**src/hdl/adsrenv_pkg.sv**
```systemverilog
// Shared types and constants of the linear ADSR envelope level core.
// Depends on nothing; every module of the core imports it.
package adsrenv_pkg;

  // Time and level formats.
  localparam int TIME_W = 32;
  localparam int FRAC_W = 16;
  localparam int LVL_W  = FRAC_W + 1;
  localparam int LEN_W  = 24;
  localparam int NUM_W  = LVL_W + LEN_W;
  localparam int CFG_W  = LEN_W;
  localparam int IDX_W  = 2;

  localparam logic [LVL_W-1:0] LVL_ONE = LVL_W'(1) << FRAC_W;

  // Configuration register indexes.
  localparam logic [IDX_W-1:0] CFG_ATTACK  = 2'd0;
  localparam logic [IDX_W-1:0] CFG_DECAY   = 2'd1;
  localparam logic [IDX_W-1:0] CFG_RELEASE = 2'd2;
  localparam logic [IDX_W-1:0] CFG_SUSTAIN = 2'd3;

  // One item on its way through the divider cells. The accumulator holds
  // the partial remainder above the numerator bits still to come, and the
  // quotient bits collect at its bottom.
  typedef struct packed {
    logic [NUM_W-1:0] acc;
    logic [LEN_W-1:0] dvsr;
    logic [LVL_W-1:0] base;
    logic             sub;
  } adsrenv_lane_t;

endpackage

```
**src/hdl/adsr_envelope_level_core.sv**
```systemverilog
// Linear ADSR envelope level core: top level with configuration registers.
// Throughput: one item per cycle; busy stays low. The pipeline has four front
// stages, seventeen one-bit divider cells and an output register.
// Reset (synchronous, rst_n low) clears all valid flags and loads the
// registers with zero lengths and full-scale sustain. Depends on adsrenv_pkg.
module adsr_envelope_level_core (
  input  logic                              clk,
  input  logic                              rst_n,
  input  logic                              start,
  output logic                              busy,
  input  logic [adsrenv_pkg::TIME_W-1:0]    in_note_on_time,
  input  logic [adsrenv_pkg::TIME_W-1:0]    in_note_off_time,
  input  logic [adsrenv_pkg::TIME_W-1:0]    in_sample_time,
  output logic                              out_valid,
  output logic [adsrenv_pkg::LVL_W-1:0]     out_env_level,
  input  logic                              cfg_valid,
  output logic                              cfg_ready,
  input  logic [adsrenv_pkg::IDX_W-1:0]     cfg_index,
  input  logic [adsrenv_pkg::CFG_W-1:0]     cfg_data
);
  import adsrenv_pkg::*;

  localparam int PIPE_LAT = 4 + LVL_W + 1;

  logic [LEN_W-1:0]  att_len_r;
  logic [LEN_W-1:0]  dec_len_r;
  logic [LEN_W-1:0]  rel_len_r;
  logic [LVL_W-1:0]  sus_lvl_r;
  logic [LVL_W-1:0]  sus_sat;
  logic              accept;

  logic              cell_vld  [LVL_W+1];
  adsrenv_lane_t     cell_lane [LVL_W+1];

  logic [LVL_W-1:0]  quot;
  logic [LVL_W-1:0]  level_nxt;
  logic              out_valid_r;
  logic [LVL_W-1:0]  out_env_level_r;

  // The pipeline never stalls, so a start beat is always taken.
  assign busy      = 1'b0;
  assign cfg_ready = 1'b1;
  assign accept    = start && !busy;

  // Configuration registers.
  always_ff @(posedge clk) begin
    if (!rst_n) begin
      att_len_r <= '0;
      dec_len_r <= '0;
      rel_len_r <= '0;
      sus_lvl_r <= LVL_ONE;
    end else if (cfg_valid && cfg_ready) begin
      unique case (cfg_index)
        CFG_ATTACK:  att_len_r <= cfg_data;
        CFG_DECAY:   dec_len_r <= cfg_data;
        CFG_RELEASE: rel_len_r <= cfg_data;
        CFG_SUSTAIN: sus_lvl_r <= cfg_data[LVL_W-1:0];
        default: ;
      endcase
    end
  end

  // Sustain above full scale counts as full scale.
  assign sus_sat = (sus_lvl_r > LVL_ONE) ? LVL_ONE : sus_lvl_r;

  adsrenv_front u_front (
    .clk      (clk),
    .rst_n    (rst_n),
    .in_vld   (accept),
    .note_on  (in_note_on_time),
    .note_off (in_note_off_time),
    .smp_time (in_sample_time),
    .att_len  (att_len_r),
    .dec_len  (dec_len_r),
    .rel_len  (rel_len_r),
    .sus_lvl  (sus_sat),
    .out_vld  (cell_vld[0]),
    .out_lane (cell_lane[0])
  );

  // Row of divider cells, one quotient bit each.
  for (genvar k = 0; k < LVL_W; k++) begin : g_cell
    adsrenv_cell u_cell (
      .clk      (clk),
      .rst_n    (rst_n),
      .in_vld   (cell_vld[k]),
      .in_lane  (cell_lane[k]),
      .out_vld  (cell_vld[k+1]),
      .out_lane (cell_lane[k+1])
    );
  end

  // Final level: the quotient itself if sub is clear, else base minus it.
  assign quot      = cell_lane[LVL_W].acc[LVL_W-1:0];
  assign level_nxt = cell_lane[LVL_W].sub ? (cell_lane[LVL_W].base - quot) : quot;

  always_ff @(posedge clk) begin
    if (!rst_n) begin
      out_valid_r <= 1'b0;
    end else begin
      out_valid_r <= cell_vld[LVL_W];
    end
    out_env_level_r <= level_nxt;
  end

  assign out_valid     = out_valid_r;
  assign out_env_level = out_env_level_r;

`ifndef SYNTHESIS
  // Every result beat goes back to an earlier start beat.
  assert property (@(posedge clk) disable iff (!rst_n)
    out_valid |-> $past(start, PIPE_LAT))
    else $error("adsr_envelope_level_core: result without matching start");

  // The level never exceeds full scale.
  assert property (@(posedge clk) disable iff (!rst_n)
    out_valid |-> (out_env_level <= LVL_ONE))
    else $error("adsr_envelope_level_core: level above full scale");
`endif

endmodule

```
**src/hdl/adsrenv_front.sv**
```systemverilog
// Front end of the envelope core: phase decision, operand selection and the
// product that feeds the divider cells. Depends on adsrenv_pkg.
module adsrenv_front (
  input  logic                               clk,
  input  logic                               rst_n,
  input  logic                               in_vld,
  input  logic [adsrenv_pkg::TIME_W-1:0]     note_on,
  input  logic [adsrenv_pkg::TIME_W-1:0]     note_off,
  input  logic [adsrenv_pkg::TIME_W-1:0]     smp_time,
  input  logic [adsrenv_pkg::LEN_W-1:0]      att_len,
  input  logic [adsrenv_pkg::LEN_W-1:0]      dec_len,
  input  logic [adsrenv_pkg::LEN_W-1:0]      rel_len,
  input  logic [adsrenv_pkg::LVL_W-1:0]      sus_lvl,
  output logic                               out_vld,
  output adsrenv_pkg::adsrenv_lane_t         out_lane
);
  import adsrenv_pkg::*;

  // Stage 1 signals: effective note-off and time since note-on.
  logic [TIME_W:0]   held;
  logic [LEN_W:0]    ad_len;
  logic              held_short;
  logic [TIME_W:0]   off_eff_nxt;
  logic [TIME_W:0]   d_nxt;
  logic              vld1_r;
  logic [TIME_W:0]   off_eff1_r;
  logic [TIME_W:0]   d1_r;
  logic [TIME_W-1:0] t1_r;

  // Stage 2 signals: release and attack boundaries.
  logic [TIME_W+1:0] rdiff;
  logic [TIME_W+1:0] da;
  logic              vld2_r;
  logic              rel2_r;
  logic              dneg2_r;
  logic              att2_r;
  logic [TIME_W-1:0] r2_r;
  logic [TIME_W-1:0] da2_r;
  logic [LEN_W-1:0]  d2_r;

  // Stage 3 signals: operands of the one division.
  logic              r_lt;
  logic              dec_lt;
  logic [LVL_W-1:0]  factor_nxt;
  logic [LEN_W-1:0]  count_nxt;
  logic [LEN_W-1:0]  dvsr_nxt;
  logic [LVL_W-1:0]  base_nxt;
  logic              sub_nxt;
  logic              vld3_r;
  logic [LVL_W-1:0]  factor3_r;
  logic [LEN_W-1:0]  count3_r;
  logic [LEN_W-1:0]  dvsr3_r;
  logic [LVL_W-1:0]  base3_r;
  logic              sub3_r;

  // Stage 4: product register.
  logic              vld4_r;
  adsrenv_lane_t     lane4_r;

  // Stage 1: a note held shorter than attack plus decay is released late.
  assign held        = {1'b0, note_off} - {1'b0, note_on};
  assign ad_len      = {1'b0, att_len} + {1'b0, dec_len};
  assign held_short  = $signed(held) < $signed({(TIME_W-LEN_W)'(0), ad_len});
  assign off_eff_nxt = held_short ? ({1'b0, note_on} + (TIME_W+1)'(ad_len))
                                  : {1'b0, note_off};
  assign d_nxt       = {1'b0, smp_time} - {1'b0, note_on};

  always_ff @(posedge clk) begin
    if (!rst_n) begin
      vld1_r <= 1'b0;
    end else begin
      vld1_r <= in_vld;
    end
    off_eff1_r <= off_eff_nxt;
    d1_r       <= d_nxt;
    t1_r       <= smp_time;
  end

  // Stage 2: release starts at the effective note-off; attack ends at A.
  assign rdiff = {2'b00, t1_r} - {1'b0, off_eff1_r};
  assign da    = {d1_r[TIME_W], d1_r} - (TIME_W+2)'(att_len);

  always_ff @(posedge clk) begin
    if (!rst_n) begin
      vld2_r <= 1'b0;
    end else begin
      vld2_r <= vld1_r;
    end
    rel2_r  <= !rdiff[TIME_W+1];
    dneg2_r <= d1_r[TIME_W];
    att2_r  <= da[TIME_W+1];
    r2_r    <= rdiff[TIME_W-1:0];
    da2_r   <= da[TIME_W-1:0];
    d2_r    <= d1_r[LEN_W-1:0];
  end

  // Stage 3: pick the phase and set up factor * count / divisor. Phases that
  // need no division get a zero product over a divisor of one.
  assign r_lt   = r2_r < TIME_W'(rel_len);
  assign dec_lt = da2_r < TIME_W'(dec_len);

  always_comb begin
    factor_nxt = '0;
    count_nxt  = '0;
    dvsr_nxt   = LEN_W'(1);
    base_nxt   = '0;
    sub_nxt    = 1'b0;
    if (rel2_r) begin
      if (r_lt) begin
        factor_nxt = sus_lvl;
        count_nxt  = r2_r[LEN_W-1:0];
        dvsr_nxt   = rel_len;
        base_nxt   = sus_lvl;
        sub_nxt    = 1'b1;
      end
    end else if (!dneg2_r) begin
      if (att2_r) begin
        factor_nxt = LVL_ONE;
        count_nxt  = d2_r;
        dvsr_nxt   = att_len;
      end else if (dec_lt) begin
        factor_nxt = LVL_ONE - sus_lvl;
        count_nxt  = da2_r[LEN_W-1:0];
        dvsr_nxt   = dec_len;
        base_nxt   = LVL_ONE;
        sub_nxt    = 1'b1;
      end else begin
        base_nxt   = sus_lvl;
        sub_nxt    = 1'b1;
      end
    end
  end

  always_ff @(posedge clk) begin
    if (!rst_n) begin
      vld3_r <= 1'b0;
    end else begin
      vld3_r <= vld2_r;
    end
    factor3_r <= factor_nxt;
    count3_r  <= count_nxt;
    dvsr3_r   <= dvsr_nxt;
    base3_r   <= base_nxt;
    sub3_r    <= sub_nxt;
  end

  // Stage 4: the numerator of the division.
  always_ff @(posedge clk) begin
    if (!rst_n) begin
      vld4_r <= 1'b0;
    end else begin
      vld4_r <= vld3_r;
    end
    lane4_r.acc  <= NUM_W'(factor3_r) * NUM_W'(count3_r);
    lane4_r.dvsr <= dvsr3_r;
    lane4_r.base <= base3_r;
    lane4_r.sub  <= sub3_r;
  end

  assign out_vld  = vld4_r;
  assign out_lane = lane4_r;

`ifndef SYNTHESIS
  // The count of a dividing phase is always below its divisor, so the
  // quotient fits the level width and no division by zero reaches the cells.
  assert property (@(posedge clk) disable iff (!rst_n)
    vld3_r |-> (count3_r < dvsr3_r))
    else $error("adsrenv_front: division count not below divisor");
`endif

endmodule

```
**src/hdl/adsrenv_cell.sv**
```systemverilog
// One restoring division cell: develops one quotient bit per beat and hands
// the item to the next cell. Depends on adsrenv_pkg.
module adsrenv_cell (
  input  logic                        clk,
  input  logic                        rst_n,
  input  logic                        in_vld,
  input  adsrenv_pkg::adsrenv_lane_t  in_lane,
  output logic                        out_vld,
  output adsrenv_pkg::adsrenv_lane_t  out_lane
);
  import adsrenv_pkg::*;

  logic [LEN_W:0]   trial;
  logic             q_bit;
  logic [LEN_W:0]   rem;
  adsrenv_lane_t    lane_nxt;
  logic             vld_r;
  adsrenv_lane_t    lane_r;

  // Bring down the next numerator bit and try the subtraction.
  assign trial = in_lane.acc[NUM_W-1:LVL_W-1];
  assign q_bit = trial >= {1'b0, in_lane.dvsr};
  assign rem   = q_bit ? (trial - {1'b0, in_lane.dvsr}) : trial;

  always_comb begin
    lane_nxt     = in_lane;
    lane_nxt.acc = {rem[LEN_W-1:0], in_lane.acc[LVL_W-2:0], q_bit};
  end

  always_ff @(posedge clk) begin
    if (!rst_n) begin
      vld_r <= 1'b0;
    end else begin
      vld_r <= in_vld;
    end
    lane_r <= lane_nxt;
  end

  assign out_vld  = vld_r;
  assign out_lane = lane_r;

`ifndef SYNTHESIS
  // The partial remainder stays below the divisor after every step.
  assert property (@(posedge clk) disable iff (!rst_n)
    vld_r |-> (lane_r.acc[NUM_W-1:LVL_W] < lane_r.dvsr))
    else $error("adsrenv_cell: partial remainder not below divisor");
`endif

endmodule

```
**config.mk**
```make
export PLATFORM = sky130hd
export DESIGN_NAME = adsr_envelope_level_core
export DESIGN_NICKNAME = d
export VERILOG_FILES = /design/src/hdl/adsrenv_pkg.sv /design/src/hdl/adsr_envelope_level_core.sv /design/src/hdl/adsrenv_front.sv /design/src/hdl/adsrenv_cell.sv
export SDC_FILE = /design/constraint.sdc
export NUM_CORES = 2
export LEC_CHECK = 0
export ABC_AREA = 1
export CORE_MARGIN = 2
export CORE_UTILIZATION = 45
export CTS_BUF_LIST = sky130_fd_sc_hd__clkbuf_16
export CTS_CLUSTER_SIZE = 8
export DETAILED_ROUTE_END_ITERATION = 8
export DONT_BUFFER_PORTS = 1
export GPL_TIMING_DRIVEN = 0
export HOLD_SLACK_MARGIN = 0.15
export PLACE_DENSITY = 0.56
export SETUP_SLACK_MARGIN = 0.4
export SYNTH_ARGS = -nofsm -noshare
export SYNTH_HDL_FRONTEND = slang
export SYNTH_SLANG_ARGS = --single-unit
```
**constraint.sdc**
```tcl
create_clock -name clk -period 8 [get_ports clk]
set_clock_uncertainty 0.2 [all_clocks]
set_input_delay 1.2 -clock clk [delete_from_list [all_inputs] [get_ports clk]]
set_output_delay 1.2 -clock clk [all_outputs]
set_load 0.03 [all_outputs]
```
Word level (Yosys, flattened, before mapping)
Cells that the tools add are included.
W data, S select, Z words.
{"block": "totals", "reg_bits": 1846, "in_bits": 126}
{"block": "classes", "eq_ne": 3, "add_sub_neg": 24, "n_mux": 42, "n_reduce_logical": 6, "magnitude_cmp": 21, "mul": 1}
{"cell": "$mux W24", "count": 26}
{"cell": "$ge A25 B24 Y1", "count": 17}
{"cell": "$sub A24 B24 Y24", "count": 16}
{"cell": "$mux W17", "count": 11}
{"cell": "$sub A32 B32 Y33", "count": 2}
{"cell": "$lt A32 B24 Y1", "count": 2}
{"cell": "$mul A17 B24 Y41", "count": 1}
{"cell": "$sub A32 B33 Y34", "count": 1}
{"cell": "$sub A33 B25 Y34", "count": 1}
{"cell": "$add A32 B25 Y33", "count": 1}
{"cell": "$lt A33 B26 Y1", "count": 1}
{"cell": "$mux W32", "count": 1}
{"cell": "$add A24 B24 Y25", "count": 1}
{"cell": "$gt A17 B17 Y1 const B", "count": 1}
{"cell": "$sub A17 B17 Y17", "count": 1}
{"cell": "$sub A17 B17 Y17 const A", "count": 1}
{"cell": "$reduce_and A2 Y1", "count": 4}
{"cell": "$eq A2 B2 Y1 const B", "count": 2}
{"cell": "$mux W1", "count": 4}
{"cell": "$eq A2 B1 Y1 const B", "count": 1}
{"cell": "$logic_not A2 Y1", "count": 1}
{"cell": "$logic_not A1 Y1", "count": 1}

Depth between registers and ports, before layout
{"block": "depth", "depth_word": 7, "mapped_depth": 28, "ltp_nobuf": 26}

By module
Synthesis repeated with hierarchy kept, for this count alone.
{"block": "hier_totals", "hier_cells": 15233, "hier_area_um2": 107725.8}
{"module": "adsrenv_cell (g_cell[0].u_cell ...)", "cells_per_inst": 569, "n_inst": 15, "area_each_um2": 3978.8}
{"module": "adsrenv_front", "cells_per_inst": 4847, "n_inst": 1, "area_each_um2": 35094.9}
{"module": "adsr_envelope_level_core", "cells_per_inst": 712, "n_inst": 1, "area_each_um2": 4877.2}
{"module": "adsrenv_cell (g_cell[15].u_cell)", "cells_per_inst": 568, "n_inst": 1, "area_each_um2": 4052.6}
{"module": "adsrenv_cell (g_cell[16].u_cell)", "cells_per_inst": 571, "n_inst": 1, "area_each_um2": 4018.9}

Worst setup path after synthesis
No wires, ideal clock.
{"block": "synth_path", "path_kind": "register to register", "startpoint": "reg u_front.count3_r[16]", "endpoint": "reg u_front.lane4_r, in the netlist u_front.out_lane[82]", "t_arrival_ns": 5.586, "slack_ns": 2.143, "t_required_ns": 7.728, "period_less_slack_ns": 5.857, "path_stages_with_launch": 25, "path_buffers": 2, "cell_sequence": "dfxtp_1 > clkbuf_1 > clkbuf_1 > nand2_1 > fa_1 > inv_1 > fa_1 > inv_1 > fa_1 > inv_1 > fa_1 > fa_1 > inv_1 > fa_1 > inv_1 > ha_1 > nand2_1 > nor2_1 > inv_1 > nor2_1 > inv_1 > nor4b_1 > nand3_1 > nand3_1 > xor2_1"}
{"block": "synth_via", "elab_chain_len": 1}
{"element": "from (decl)", "line": "adsrenv_front.sv:51", "text": "logic [LEN_W-1:0] count3_r;"}
{"element": "from (signal assigned)", "line": "adsrenv_front.sv:141", "text": "count3_r <= count_nxt;"}
{"element": "$mul A17 B24 Y41", "line": "adsrenv_front.sv:154", "text": "lane4_r.acc <= NUM_W'(factor3_r) * NUM_W'(count3_r);"}
{"element": "to (decl)", "line": "adsrenv_front.sv:58", "text": "adsrenv_lane_t lane4_r;"}
Every way passes these cells.
A chain may end at the register's enable or synchronous reset.

Final worst setup path
{"block": "layout_path", "startpoint": "reg u_front.count3_r[6]", "endpoint": "reg u_front.lane4_r, in the netlist u_front.out_lane[67]"}
Same word-level chain as after synthesis.

==> reports/results.txt <==
GR Util All Layers: 0.2856
most common flop cell mapped by yosys: dfxtp_1
Tcrit/Tclk final: 0.9299
layout cells sized above 1: 0.03538
GPL Wtd Cong: 0.9561
Post-Synthesis Cell Area: 93,950 µm²
Multi-input gate area: 48,780 µm²
Antenna Nets Post-Route: 0
Worst Slack Setup Final: 560.7 ps
initial drt markers: 5,806
Max VDD drop: 0.3062 mV
CTS root buf: clkbuf_16
post-synthesis register bit count: 1,846
die height: 460.9 µm
Post-Synth XOR/XNOR Area: 0.04885
FMAX: 134.4 MHz
HP Start: g_cell[10].u_cell.out_lane[48]
die footprint: 212,400 µm²
post-synthesis mux area share: 0
GR Overflow Total: 0
Synth async-reset ratio: 0
RSZ-0062 raised after global routing: no
# IOs: 146
Hold Crit Class: flop to flop
Mean Syn Cell Area: 8.025 µm²
area grow syn2layout: 17.87%
setup slack at placement: 665.9 ps
pwr/cell area: 360.4 nW/µm²
Max clock buf depth: 4
relative slew slack: 0.2233
top cells by area, synth: dfxtp_1, nand2_1, ha_1
RR Startpoint: u_front.count3_r[6]
crit path capture type: flop
largest net degree at the start of global routing: 17
max-cap viol count: 0
initial core utilization: 0.4532
Max FO, Critical Path: 10
Detailed Place HPWL: 244,700 µm
placed cells: 14,490
TritonCTS buffer count: 286
Worst Setup Start Kind: flop
post-synth top area share: 0.3934
Worst Path Arrival: 7980 ps
Design Power: 39.91 mW
status: completed
Setup Buffers After CTS: 0
Unique masters post-synth: 58
1st-pass router iterations: 8
Post-synth EDFFs: 0
Critical Path RT: 8540 ps
Worst-Margin Slew: 1153 ps
Compound-Gate Fraction of Synth Area: 0.1132
wire per inst: 19.88 µm
DRC viols: 0
setup TNS: 0 ps
CTS tree: built
register area: 36,960 µm²
kind of critical path: flop to flop
clk_lat worst skew: 910 ps
vias in the first global route: 78,610
CTS clock-pin slew for the worst setup and hold paths: 50 ps
Final nets: 13,830
minimum clock period: 7439 ps
first-pass GRT wire length: 462,500 µm
Synthesized Nets: 12,960
FP Rows: 167
post-synthesis sequential area ratio: 0.3934
final hold violation count: 0
Yosys Warn Count: 0
clk sink count: 1,846
number of vias per cell: 5.122
post-synth top area cell: dfxtp_1
Post-Synth Adder-Cell Area: 0.1788
CORE AREA: 207,300 µm²
fill count: 19,730
Vias: 78,890
Lkg Pwr: 52.94 nW
initial antenna violation count: 22
Total Routed Length: 306,200 µm
post-synthesis cell count: 11,710
Max Slew Vio Count: 0
count of buffers from port buffering: 0
Die X: 460.9 µm
Setup crit start: u_front.count3_r[6]
Cell Count, Final, Fillers Out: 15,400
htree depth: 5
final hold slack: 130.3 ps
simple-gate share of the synthesized area: 0.1783
largest family of logic cells by synthesized area: adder cells
Final Setup Violations: 0
[path summary, 6_finish.rpt]
kind / to / slack (ps) / depth (start not counted)
max reg2reg: u_front.out_lane[67] / 560 / 20
min: g_cell[11].u_cell.out_lane[49] / 130 / 0
max: u_front.out_lane[67] / 560 / 20
min reg2reg: g_cell[11].u_cell.out_lane[49] / 130 / 0
[critical path, cell delays in order (launching register included)]
cell      delay [ps]
dfxtp_1          360
clkbuf_1         570
clkbuf_1         620
nand2_1          120
inv_1             90
fa_1             450
fa_1             530
fa_1             550
fa_1             550
fa_1             550
inv_1             50
fa_1             540
inv_1             40
ha_1             380
nand2_1           90
nand2_1           90
a31oi_1          370
o21ai_0          210
a21oi_1          420
o21ai_0          170
xor2_1           330
[layout make-up]
type,instances,share of cell area
Clock inverter,35,0.002181
Antenna cell,9,0.0002034
Sequential cell,1846,0.3337
Inverter,1930,0.06542
Timing Repair Buffer,574,0.05188
Tap cell,2788,0.03150
Clock buffer,291,0.06576
Buffer,229,0.008858
Multi-Input combinational cell,7701,0.4405
[kinds of logic after synthesis]
logic type                 Yosys count
xor gates and xnor gates           524
DFF                               1846
and+or+nand+nor                   4100
buffers and inverters             2159
AOI/OAI and AO/OA                 1944
adders and majority gates         1131
other                                2
[registers in the layout, summed over array words and instances, names as in the netlist, 17 cells and up]
name / cells
g_cell.u_cell.out_lane: 1363
u_front.r2_r: 32
u_front.da2_r: 32
u_front.d2_r: 24
out_env_level: 17
dec_len_r: 24
u_front.dvsr3_r: 24
att_len_r: 24
u_front.base3_r: 17
u_front.out_lane: 83
u_front.count3_r: 24
u_front.off_eff1_r: 33
g_cell.u_cell.out_vld: 17
u_front.t1_r: 32
sus_lvl_r: 17
rel_len_r: 24
u_front.factor3_r: 17
u_front.d1_r: 33
[what timing repair did]
| item | CTS | global route |
|---|---|---|
| endpoints found under the hold margin | 572 | 2 |
| hold buffers | 572 | 2 |
| resized for setup | 0 | 14 |
| endpoints found under the setup margin | 0 | 6 |
[synthesized netlist by cell type, drive strengths merged (2+ instances only)]
library cell / instances
o311ai: 17
o2111ai: 4
or4: 2
o211ai: 12
fa: 352
conb: 2
ha: 779
a211oi: 6
o31ai: 15
a31oi: 68
nor3: 139
o221ai: 3
nand3b: 17
a21boi: 16
nand4: 104
clkbuf: 161
and2: 11
nor2: 665
o21ai: 774
buf: 68
a221oi: 21
xnor2: 246
a21oi: 801
o21a: 16
inv: 1929
or2: 22
o41ai: 2
nor3b: 8
dfxtp: 1846
o21bai: 49
xor2: 278
o22ai: 32
a21o: 103
nor4: 43
nand3: 415
nand2: 2672
[metrics by stage]
stage,area [µm²],util
2_1_floorplan,93950,-
3_3_place_gp,97430,0.4701
3_5_place_dp,97430,0.4701
4_1_cts,110700,0.5340
5_1_grt,110700,0.5343
6_report,110700,0.5343
[per-layer routing]
metal  GRT usage  up-vias  part of all wire
met5           0        -           0.00034
met4      0.1005       14             0.036
met3     0.04949      552             0.062
met2      0.4682     2327              0.46
met1      0.3776    37050              0.44
li1            -    38950                 -
[cells in the final DEF (no fill, tap or decap), types with 11 or more instances in the layout]
cell and instances:
a21boi_0 14, a21o_1 103, a21oi_1 800, a221oi_1 21, a31oi_1 68, and2_1 11
buf_2 62, clkbuf_1 153, clkbuf_16 291, dfxtp_1 1846, dlygate4sd3_1 574, fa_1 352
ha_1 779, inv_1 1937, nand2_1 2665, nand3_1 402, nand3_2 13, nand3b_1 17
nand4_1 104, nor2_1 657, nor3_1 139, nor4_1 43, o211ai_1 12, o21a_1 16
o21ai_0 713, o21ai_1 53, o21bai_1 48, o22ai_1 32, o311ai_0 17, o31ai_1 15
or2_2 22, xnor2_1 246, xor2_1 278
[report_power, final]
| group | leakage (nW) | internal (mW) | switching, mW | total (mW) |
|---|---|---|---|---|
| Clock | 3.75 | 6.40 | 3.95 | 10.3 |
| Sequential | 15.2 | 11.2 | 1.34 | 12.5 |
| Combinational | 34.0 | 6.14 | 10.9 | 17.0 |
Note: power is estimated with default switching activity, not from simulation.
